<file path="config.mk">
export PLATFORM = sky130hd
export DESIGN_NAME = crc32_length_prefixed_deframer
export DESIGN_NICKNAME = d
export VERILOG_FILES = /design/src/sv/crcdfr_pkg.sv /design/src/sv/crc32_length_prefixed_deframer.sv
export VERILOG_INCLUDE_DIRS = /design/src /design/src/sv
export SDC_FILE = /design/constraint.sdc
export NUM_CORES = 1
export LEC_CHECK = 0
export BUFFER_PORTS_ARGS = -buffer_cell sky130_fd_sc_hd__buf_2
export CAP_MARGIN = 25
export CORE_MARGIN = 4
export CORE_UTILIZATION = 45
export CTS_BUF_LIST = sky130_fd_sc_hd__clkbuf_4 sky130_fd_sc_hd__clkbuf_8 sky130_fd_sc_hd__clkbuf_16
export CTS_CLUSTER_DIAMETER = 120
export DETAILED_ROUTE_END_ITERATION = 10
export PLACE_DENSITY = 0.59
export SYNTH_ARGS = -nofsm -noshare
export SYNTH_HDL_FRONTEND = slang
export SYNTH_SLANG_ARGS = --single-unit
</file>
<file path="constraint.sdc">
create_clock -name aclk -period 3.5 [get_ports aclk]
set_input_delay 0.175 -clock aclk [delete_from_list [all_inputs] [get_ports aclk]]
set_output_delay 0.175 -clock aclk [all_outputs]
set_load 0.02 [all_outputs]
</file>
<file path="src/sv/crc32_length_prefixed_deframer_assert.svh">
// Assertion macros for the length-prefixed CRC-32 deframer.
// Included by the top level; relies on aclk and aresetn in scope.
`ifndef CRC32_LENGTH_PREFIXED_DEFRAMER_ASSERT_SVH
`define CRC32_LENGTH_PREFIXED_DEFRAMER_ASSERT_SVH
`ifndef NO_ASSERTIONS
`define DFR_ASSERT(lbl, prop) \
    lbl: assert property (@(posedge aclk) disable iff (!aresetn) prop) \
        else $error("deframer check failed");
`define DFR_ASSERT_RST(lbl, prop) \
    lbl: assert property (@(posedge aclk) prop) \
        else $error("deframer reset check failed");
`else
`define DFR_ASSERT(lbl, prop)
`define DFR_ASSERT_RST(lbl, prop)
`endif
`endif

</file>
<file path="src/sv/crcdfr_pkg.sv">
// Types, constants and the bytewise CRC-32 step for the deframer.
// No dependencies.
package crcdfr_pkg;

    localparam logic [31:0] CRC_POLY     = 32'hEDB88320;
    localparam logic [31:0] CRC_ALL_ONES = 32'hFFFFFFFF;

    localparam int unsigned QDEPTH = 4;
    localparam int unsigned QPTR_W = $clog2(QDEPTH);
    localparam int unsigned QCNT_W = $clog2(QDEPTH + 1);

    localparam int unsigned COUNT_W = 17;
    localparam logic [COUNT_W-1:0] FRAME_OVERHEAD = 17'd6;

    typedef enum logic [2:0] {
        PH_HDR_LO  = 3'd0,
        PH_HDR_HI  = 3'd1,
        PH_PAYLOAD = 3'd2,
        PH_CRC0    = 3'd3,
        PH_CRC1    = 3'd4,
        PH_CRC2    = 3'd5,
        PH_CRC3    = 3'd6
    } phase_t;

    typedef enum logic [1:0] {
        KIND_PAYLOAD = 2'd0,
        KIND_OK      = 2'd1,
        KIND_BAD     = 2'd2,
        KIND_TRUNC   = 2'd3
    } kind_t;

    typedef struct packed {
        kind_t              kind;
        logic [7:0]         payload_byte;
        logic [COUNT_W-1:0] consumed_count;
        logic               run_last;
    } result_t;

    function automatic logic [31:0] crc_byte(input logic [31:0] c, input logic [7:0] b);
        logic [31:0] x;
        x = {24'd0, c[7:0] ^ b};
        for (int k = 0; k < 8; k++) begin
            x = x[0] ? (CRC_POLY ^ (x >> 1)) : (x >> 1);
        end
        return x ^ (c >> 8);
    endfunction

endpackage

</file>
<file path="src/sv/crc32_length_prefixed_deframer.sv">
// Deframer for length-prefixed frames with a trailing CRC-32; needs crcdfr_pkg
// and the assertion header. Result beats pass through the registered result
// queue before they appear on the output. Throughput: one input beat per cycle,
// limited by the output side (a truncation after a payload byte adds one result
// beat); a 4-entry result queue decouples the sides. Reset (aresetn low, synchronous)
// empties the queue and returns the frame state to header-low-byte expected.
`include "crc32_length_prefixed_deframer_assert.svh"

module crc32_length_prefixed_deframer
    import crcdfr_pkg::*;
(
    input  logic        aclk,
    input  logic        aresetn,
    input  logic        s_tvalid,
    output logic        s_tready,
    input  logic [7:0]  s_tdata,   // [7:0] rx_byte
    input  logic        s_tlast,   // buffer_end
    output logic        m_tvalid,
    input  logic        m_tready,
    output logic [31:0] m_tdata,   // [7:0] payload_byte, [24:8] consumed_count, rest zero
    output logic [1:0]  m_tuser,   // [1:0] kind
    output logic        m_tlast    // run_last
);

    phase_t      phase_reg,  phase_next;
    logic [15:0] len_reg,    len_next;
    logic [15:0] cnt_reg,    cnt_next;
    logic [31:0] crc_reg,    crc_next;
    logic [31:0] rcrc_reg,   rcrc_next;

    result_t             q_reg [QDEPTH];
    logic [QPTR_W-1:0]   wr_ptr_reg, rd_ptr_reg;
    logic [QCNT_W-1:0]   fill_reg;

    logic        accept;
    logic        pop;
    logic [1:0]  push_n;
    result_t     res0, res1;
    logic [15:0] cnt_inc;
    logic [31:0] rcrc_full;
    logic        done;

    assign accept   = s_tvalid && s_tready;
    assign pop      = m_tvalid && m_tready;
    assign s_tready = (fill_reg <= QCNT_W'(QDEPTH - 2));
    assign cnt_inc  = cnt_reg + 16'd1;
    assign rcrc_full = {s_tdata, rcrc_reg[23:0]};

    always_comb begin
        phase_next = phase_reg;
        len_next   = len_reg;
        cnt_next   = cnt_reg;
        crc_next   = crc_reg;
        rcrc_next  = rcrc_reg;
        push_n     = 2'd0;
        done       = 1'b0;
        res0       = '{kind: KIND_PAYLOAD, payload_byte: 8'd0,
                       consumed_count: '0, run_last: 1'b1};
        res1       = '{kind: KIND_TRUNC, payload_byte: 8'd0,
                       consumed_count: '0, run_last: 1'b1};
        unique case (phase_reg)
            PH_HDR_HI: begin
                len_next   = {s_tdata, len_reg[7:0]};
                cnt_next   = 16'd0;
                crc_next   = CRC_ALL_ONES;
                rcrc_next  = 32'd0;
                phase_next = (len_next == 16'd0) ? PH_CRC0 : PH_PAYLOAD;
            end
            PH_PAYLOAD: begin
                res0.payload_byte = s_tdata;
                res0.run_last     = !s_tlast;
                push_n            = 2'd1;
                crc_next          = crc_byte(crc_reg, s_tdata);
                cnt_next          = cnt_inc;
                if (cnt_inc >= len_reg) begin
                    phase_next = PH_CRC0;
                end
            end
            PH_CRC0: begin
                rcrc_next[7:0] = s_tdata;
                phase_next     = PH_CRC1;
            end
            PH_CRC1: begin
                rcrc_next[15:8] = s_tdata;
                phase_next      = PH_CRC2;
            end
            PH_CRC2: begin
                rcrc_next[23:16] = s_tdata;
                phase_next       = PH_CRC3;
            end
            PH_CRC3: begin
                res0.kind           = ((crc_reg ^ CRC_ALL_ONES) == rcrc_full) ? KIND_OK
                                                                               : KIND_BAD;
                res0.consumed_count = {1'b0, len_reg} + FRAME_OVERHEAD;
                push_n              = 2'd1;
                done                = 1'b1;
            end
            default: begin
                len_next   = {8'd0, s_tdata};
                phase_next = PH_HDR_HI;
            end
        endcase
        if (s_tlast && !done) begin
            if (push_n == 2'd0) begin
                res0   = res1;
                push_n = 2'd1;
            end else begin
                push_n = 2'd2;
            end
        end
        if (done || s_tlast) begin
            phase_next = PH_HDR_LO;
            len_next   = 16'd0;
            cnt_next   = 16'd0;
            crc_next   = CRC_ALL_ONES;
            rcrc_next  = 32'd0;
        end
    end

    always_ff @(posedge aclk) begin
        if (!aresetn) begin
            phase_reg <= PH_HDR_LO;
            len_reg   <= 16'd0;
            cnt_reg   <= 16'd0;
            crc_reg   <= CRC_ALL_ONES;
            rcrc_reg  <= 32'd0;
        end else if (accept) begin
            phase_reg <= phase_next;
            len_reg   <= len_next;
            cnt_reg   <= cnt_next;
            crc_reg   <= crc_next;
            rcrc_reg  <= rcrc_next;
        end
    end

    always_ff @(posedge aclk) begin
        if (accept && push_n != 2'd0) begin
            q_reg[wr_ptr_reg] <= res0;
        end
        if (accept && push_n == 2'd2) begin
            q_reg[wr_ptr_reg + QPTR_W'(1)] <= res1;
        end
    end

    always_ff @(posedge aclk) begin
        if (!aresetn) begin
            wr_ptr_reg <= '0;
            rd_ptr_reg <= '0;
            fill_reg   <= '0;
        end else begin
            if (accept) begin
                wr_ptr_reg <= wr_ptr_reg + QPTR_W'(push_n);
            end
            if (pop) begin
                rd_ptr_reg <= rd_ptr_reg + QPTR_W'(1);
            end
            fill_reg <= fill_reg + (accept ? QCNT_W'(push_n) : '0) - QCNT_W'(pop);
        end
    end

    assign m_tvalid = (fill_reg != '0);
    assign m_tdata  = {7'd0, q_reg[rd_ptr_reg].consumed_count,
                       q_reg[rd_ptr_reg].payload_byte};
    assign m_tuser  = q_reg[rd_ptr_reg].kind;
    assign m_tlast  = q_reg[rd_ptr_reg].run_last;

    `DFR_ASSERT(a_fill_bound, fill_reg <= QCNT_W'(QDEPTH))
    `DFR_ASSERT(a_last_resets, accept && s_tlast |=> phase_reg == PH_HDR_LO)
    `DFR_ASSERT(a_payload_len, phase_reg == PH_PAYLOAD |-> len_reg != 16'd0 && cnt_reg < len_reg)
    `DFR_ASSERT_RST(a_reset_state, !aresetn |=> phase_reg == PH_HDR_LO && fill_reg == '0)

endmodule

</file>
==> results of run 1 <==
-- tightest hold or removal path: cells and delay by family --
kind	cells	cell delay [ns]
AO/OA/AOI/OAI	1	0.07
buffers and inverters	1	0.20
AND/OR/NAND/NOR	1	0.10
-- cells by family after synthesis --
| family | synth area share |
|---|---|
| adder cells (fa/ha/maj) | 0.0309 |
| XOR/XNOR | 0.124 |
| multiplexers | 0.0594 |
| flip-flops | 0.394 |
| buffers and inverters | 0.0445 |
| AO/OA/AOI/OAI | 0.144 |
| AND/OR/NAND/NOR | 0.204 |
| other | 0.000348 |
-- layer usage --
metal | part of all wire | vias up
li1 | - | 4306
met1 | 0.47 | 4091
met2 | 0.46 | 190
met3 | 0.043 | 32
met4 | 0.020 | 2
met5 | 0.00035 | -
-- report_power, final --
group / leakage [nW] / internal [W] / switching [W]
logic: 2.37 / 0.000526 / 0.000750
clock network: 0.424 / 0.00169 / 0.00105
registers: 1.72 / 0.00255 / 0.000160
total: 4.51 / 0.00477 / 0.00196
-- per-stage QoR --
stage | utilization | power [W]
global route | 0.516 | 0.00702
global placement | 0.479 | 0.00402
CTS | 0.516 | 0.00679
floorplan | - | 0.00371
detailed placement | 0.479 | 0.00404
finish | 0.516 | 0.00672
-- final timing paths --
kind         slack (ns)          from           end  cells past startpoint
min                0.08    s_tdata[4]   len_reg[12]                      3
max reg2reg        0.34    cnt_reg[1]  phase_reg[0]                     12
min reg2reg        0.44  q_reg[2][27]  q_reg[2][27]                      2
max                0.34    cnt_reg[1]  phase_reg[0]                     12
-- layout make-up --
| cell class | count | area (µm²) | area share |
|---|---|---|---|
| clock buffer | 34 | 701 | 0.0576 |
| clock inverter | 9 | 165 | 0.0136 |
| inverter | 29 | 109 | 0.00895 |
| multi-input combinational | 915 | 6110 | 0.502 |
| sequential | 212 | 4250 | 0.349 |
| tap | 319 | 399 | 0.0328 |
| timing repair buffer | 71 | 428 | 0.0352 |
-- cells in the mapped netlist (24+ instances only) --
| cell | n |
|---|---|
| sky130_fd_sc_hd__a21oi_1 | 122 |
| sky130_fd_sc_hd__clkbuf_1 | 56 |
| sky130_fd_sc_hd__dfxtp_1 | 212 |
| sky130_fd_sc_hd__ha_1 | 25 |
| sky130_fd_sc_hd__inv_1 | 29 |
| sky130_fd_sc_hd__mux4_2 | 28 |
| sky130_fd_sc_hd__nand2_1 | 166 |
| sky130_fd_sc_hd__nand3_1 | 25 |
| sky130_fd_sc_hd__nor2_1 | 133 |
| sky130_fd_sc_hd__nor2b_1 | 36 |
| sky130_fd_sc_hd__nor3_1 | 30 |
| sky130_fd_sc_hd__o21ai_0 | 24 |
| sky130_fd_sc_hd__xnor2_1 | 72 |
| sky130_fd_sc_hd__xor2_1 | 49 |
==> implementation parameters, run 1 <==
Parameter                              Value

Clock tree
  Clock buffer count from CTS    24
  Number of instances resized during post-cts repair    0
  Clock insertion delay at the later pin of the skew report    0.53 ns
  CTS clk-pin slew, worst paths    0.06 ns
  Clock tree from TritonCTS    built
  Root buffer cell    sky130_fd_sc_hd__clkbuf_16
  Clock sink total    212
  H-tree depth    1
  Hold-fix buffers at CTS    0
  Setup Buffers After CTS    0
  Clk buf depth    3

STA
  Minimum setup slack in the final design    0.338 ns
  Clk_skew    0.0113 ns
  Post-route clock period utilization    0.903
  Pins over their slew limit    0
  Final Hold Slack    0.0799 ns
  Sum Neg Setup Slack    0 ns
  Highest clock frequency the design can meet    316 MHz
  Number of failing setup endpoints in the final timing report    0
  Post-route minimum period    3.16 ns
  Max-slew headroom    0.343
  Final count of hold timing violations    0
  RSZ-0062 raised after global routing    false
  Slew of the pin with the lowest slew margin    0.984 ns

Routing
  Drc violations    0
  Detailed-route wire length    28,400 µm
  First drt pass iteration count    5
  Avg Vias per Cell    5.43
  Violation count after the first detailed-route iteration    586
  Average wire per cell in the routed design    17.9 µm
  Antenna violation net count after detailed routing    0
  Via Count    8,621

Synthesis
  Per-instance average area after synthesis    8.73 µm²
  Part of the Yosys area used for sequential elements    0.394
  Count of warnings emitted by yosys    0
  Asr flop ratio synth    0
  Ranking of synthesized cells by area    sky130_fd_sc_hd__dfxtp_1 (39%), sky130_fd_sc_hd__mux4_2 (5.8%), sky130_fd_sc_hd__xnor2_1 (5.8%)
  Mapped Cells    1,235
  Top flip-flop cell by instance count after synthesis    sky130_fd_sc_hd__dfxtp_1
  Number of flip-flops and latches in the synthesized netlist    212
  Number of distinct library cells after synthesis    63
  Area share of the leading cell type in the synthesized netlist    0.394
  Netlist area before placement    0.0108 mm²
  Yosys top cell by area    sky130_fd_sc_hd__dfxtp_1
  Count of flip-flops with a built-in enable after synthesis    0

Global route
  Global-route wire length before repair    46,200 µm
  Total global-route track usage    0.215
  Total global routing overflow    0
  Maximum number of pins on one net before global-route repair    52
  Met3 demand-to-capacity share in global routing    0.0283
  Number of global-route vias before repair    8,408
  Global-route met1 utilization    0.302
  Initial antenna violation count    1
  Gr busiest metal    met2
  Global Route met2 Usage    0.355

Floorplan
  Row count    56
  Area of the core    0.0235 mm²
  Die extent in y    163 µm
  Die outline area    0.0265 mm²
  Die Width    163 µm
  Initial Utilization    0.458
  Count of boundary I/O pins    50

Critical path
  Class of the most critical setup path    reg -> reg
  Launching element type of the critical path    flop
  Endpoint type of the worst setup path    flop
  CP delay by family, top    simple AND/OR/NAND/NOR gates
  Series of cell instances along the critical path    ha_1 > and3_1 > and3_1 > or3b_1 > nor2_1 > xor2_1 > ha_1 > nand2_1 > nor2_1 > a2111oi_2 > o21ai_0 > o221a_2
  Arrival time of the worst setup path    3.58 ns
  Largest driver fanout on the critical path    5
  CP required    3.91 ns
  Maximum cell stage delay along the critical path    0.43 ns
  Slowest cell on crit path    sky130_fd_sc_hd__or3b_1
  Buffers & Inverters on Critical Path    0

Pwr
  Worst voltage drop across the vdd grid    0.385 mV
  Leakage Power    4.51 nW
  P per Cell Area    553 mW/mm²

Final layout
  Post-Layout Inst Area    0.0122 mm²
  Most frequent cells in the layout    sky130_fd_sc_hd__dfxtp_1 (209), sky130_fd_sc_hd__nand2_1 (166), sky130_fd_sc_hd__nor2_1 (130), sky130_fd_sc_hd__a21oi_1 (121), sky130_fd_sc_hd__xnor2_1 (72)
  Number of nets at the end of the flow    1,292
  Flip-flop count of the largest register, all copies and words added    112
  Cell Count, Final, Fillers Out    1,589
  Ratio of cells with drive above 1 in the final layout    0.138
  Most common cell after layout, fill and taps aside    sky130_fd_sc_hd__dfxtp_1
  Relative area change from synthesis to final layout    12.7%
  Antenna diode count    0
  FILL cells    2,290

Status
  Outcome    finished clean

Place
  IO buf count    42
  HPWL Detailed    19,400 µm
  RePlAce Congestion    0.847
  Post-DP Area    0.0113 mm²
  Number of placed cells counting well taps    1,546
  Post-placement worst setup slack    0.0692 ns

Flow run
  Max-cap viol count    0

Worst hold path
  Worst min-delay path class    in -> reg
Power figures use the tool's default switching activity.
==> inputs of run 2 (changes only) <==
RECOVER_POWER = 25   (was unset)
==> run 2 against run 1 <==
The run now ends with max-capacitance violations, max-slew violations left. Core utilization decreased by 0.23 points. Highest routed layer unchanged. Critical endpoint unchanged. Clock power about the same. Sequential share of layout area increased by 0.14 points. Final cell count is the same. Critical path type unchanged. Combinational power is essentially flat. Count of clock-buffer cells in the layout is the same.
==> implementation parameters, run 2 (synthesis results as in run 1) <==
Parameter                              Value

Clock tree
  Clk buf depth    3
  Number of instances resized during post-cts repair    0
  Root buffer cell    sky130_fd_sc_hd__clkbuf_16
  CTS clk-pin slew, worst paths    0.06 ns
  Clock insertion delay at the later pin of the skew report    0.53 ns
  Clock buffer count from CTS    24
  H-tree depth    1
  Clock sink total    212
  Hold-fix buffers at CTS    0
  Setup Buffers After CTS    0
  Clock tree from TritonCTS    built

Pwr
  Switching power as a share of total power    0.291
  Clock network fraction of design power    0.409
  Worst voltage drop across the vdd grid    0.385 mV
  P per Cell Area    554 mW/mm²
  Part of the power in combinational logic    0.188
  Leakage Power    4.43 nW
  Cell-internal power    0.00475 W
  Power share of the sequential group    0.404
  Switch Pwr    0.00195 W

Routing
  Violation count after the first detailed-route iteration    619
  Average wire per cell in the routed design    17.8 µm
  Via Count    8,595
  Avg Vias per Cell    5.41
  First drt pass iteration count    5
  Detailed-route wire length    28,400 µm
  Antenna violation net count after detailed routing    0
  Drc violations    0

Global route
  Total global-route track usage    0.215
  Total global routing overflow    0
  Maximum number of pins on one net before global-route repair    52
  Global-route wire length before repair    46,200 µm
  Initial antenna violation count    1
  Number of global-route vias before repair    8,408

Final layout
  Area taken by multi-input logic gates    0.00608 mm²
  Relative area change from synthesis to final layout    12.2%
  Ratio of cells with drive above 1 in the final layout    0.120
  FILL cells    2,312
  Most common cell after layout, fill and taps aside    sky130_fd_sc_hd__dfxtp_1
  Number of nets at the end of the flow    1,292
  Sequential cell area    0.00425 mm²
  Most frequent cells in the layout    sky130_fd_sc_hd__dfxtp_1 (210), sky130_fd_sc_hd__nand2_1 (166), sky130_fd_sc_hd__nor2_1 (130), sky130_fd_sc_hd__a21oi_1 (121), sky130_fd_sc_hd__xnor2_1 (72)
  Flip-flop count of the largest register, all copies and words added    112
  Antenna diode count    0
  Post-Layout Inst Area    0.0121 mm²

Flow run
  Max-cap viol count    2

STA
  Pins over their slew limit    36
  Number of failing setup endpoints in the final timing report    0
  RSZ-0062 raised after global routing    false
  Slew of the pin with the lowest slew margin    1.56 ns
  Post-route clock period utilization    0.906
  Sum Neg Setup Slack    0 ns
  Post-route minimum period    3.17 ns
  Highest clock frequency the design can meet    315 MHz
  Final Hold Slack    0.0794 ns
  Clk_skew    0.0114 ns
  Final count of hold timing violations    0
  Max-slew headroom    -0.0467

Critical path
  R2r startpoint    cnt_reg[1]
  Class of the most critical setup path    reg -> reg
  Length in cells of the worst reg-to-reg path    12
  Endpoint type of the worst setup path    flop
  Largest driver fanout on the critical path    5
  Launching element type of the critical path    flop
  Critical register-to-register path endpoint    phase_reg[0]
  Arrival time of the worst setup path    3.59 ns
  CP Launch Point    cnt_reg[1]
  R2r setup slk    0.33 ns
  End point of the critical path    phase_reg[0]
  CP required    3.92 ns

Place
  RePlAce Congestion    0.847
  HPWL Detailed    19,400 µm
  Post-DP Area    0.0113 mm²
  IO buf count    42

Floorplan
  Row count    56
  Die outline area    0.0265 mm²
  Area of the core    0.0235 mm²
  Initial Utilization    0.458
  Die extent in y    163 µm
  Count of boundary I/O pins    50
  Die Width    163 µm

Worst hold path
  Beginning of the worst hold path    s_tdata[0]
  Worst min-delay path class    in -> reg

Status
  Outcome    finished with violations
  Violations in the final reports    max-capacitance violations, max-slew violations
-- run 2: cell count changes in the layout (fill, tap and decap cells not counted), moves of 2 or more --
cell / before / now
sky130_fd_sc_hd__and2_0: 0 / 4
sky130_fd_sc_hd__and2_1: 16 / 12
sky130_fd_sc_hd__buf_2: 42 / 26
sky130_fd_sc_hd__buf_4: 29 / 26
sky130_fd_sc_hd__clkbuf_1: 0 / 18
sky130_fd_sc_hd__nor3_1: 30 / 32
sky130_fd_sc_hd__nor3_2: 3 / 1
sky130_fd_sc_hd__nor4_1: 8 / 10
sky130_fd_sc_hd__nor4_2: 2 / 0
-- run 2: layer usage --
metal  global-route usage  vias up  part of all wire
li1                     -     4295                 -
met1                0.302     4075              0.47
met2                0.355      187              0.47
met3               0.0283       36             0.041
met4               0.0484        2             0.021
met5                    0        -           0.00046
-- run 2: power groups by stage --
| stage | Combinational (W) | Sequential, W | Clock [W] |
|---|---|---|---|
| after floorplan | 0.00105 | 0.00265 | 0 |
| after global placement | 0.00126 | 0.00276 | 0 |
| after detailed placement | 0.00128 | 0.00276 | 0 |
| after CTS | 0.00128 | 0.00271 | 0.00280 |
| after global routing | 0.00139 | 0.00273 | 0.00289 |
| final | 0.00126 | 0.00271 | 0.00274 |
-- run 2: how the worst min path moves through the flow --
stage	cells past startpoint	to
floorplan	2	q_reg[2][27]
global placement	2	q_reg[2][16]
detailed placement	2	q_reg[2][27]
CTS	3	len_reg[12]
global route	3	len_reg[12]
finish	3	len_reg[0]
-- run 2: per-stage QoR --
| step | worst slack [ns] | power (W) | std cells | utilization |
|---|---|---|---|---|
| 2_1_floorplan | 0.464 | 0.00371 | 1241 | - |
| 3_3_place_gp | 0.195 | 0.00402 | 1546 | 0.479 |
| 3_5_place_dp | 0.0692 | 0.00404 | 1546 | 0.479 |
| 4_1_cts | 0.0544 | 0.00679 | 1589 | 0.516 |
| 5_1_grt | 0.0311 | 0.00700 | 1589 | 0.514 |
| 6_report | 0.327 | 0.00670 | 1589 | 0.514 |
-- run 2: critical path, stage by stage, from the launching register on --
cell and delay, ns:
sky130_fd_sc_hd__dfxtp_1 0.37, sky130_fd_sc_hd__ha_1 0.23, sky130_fd_sc_hd__and3_1 0.25, sky130_fd_sc_hd__and3_1 0.24
sky130_fd_sc_hd__or3b_1 0.43, sky130_fd_sc_hd__nor2_1 0.15, sky130_fd_sc_hd__xor2_1 0.22, sky130_fd_sc_hd__ha_1 0.26
sky130_fd_sc_hd__nand2_1 0.08, sky130_fd_sc_hd__nor2_1 0.06, sky130_fd_sc_hd__a2111oi_2 0.33, sky130_fd_sc_hd__o21ai_0 0.16
sky130_fd_sc_hd__o221a_2 0.28
-- run 2: layout make-up --
class,instances,area share
timing repair buffer,71,0.0329
sequential,212,0.351
tap,319,0.0330
inverter,29,0.00899
clock inverter,9,0.0136
multi-input combinational,915,0.503
clock buffer,34,0.0579
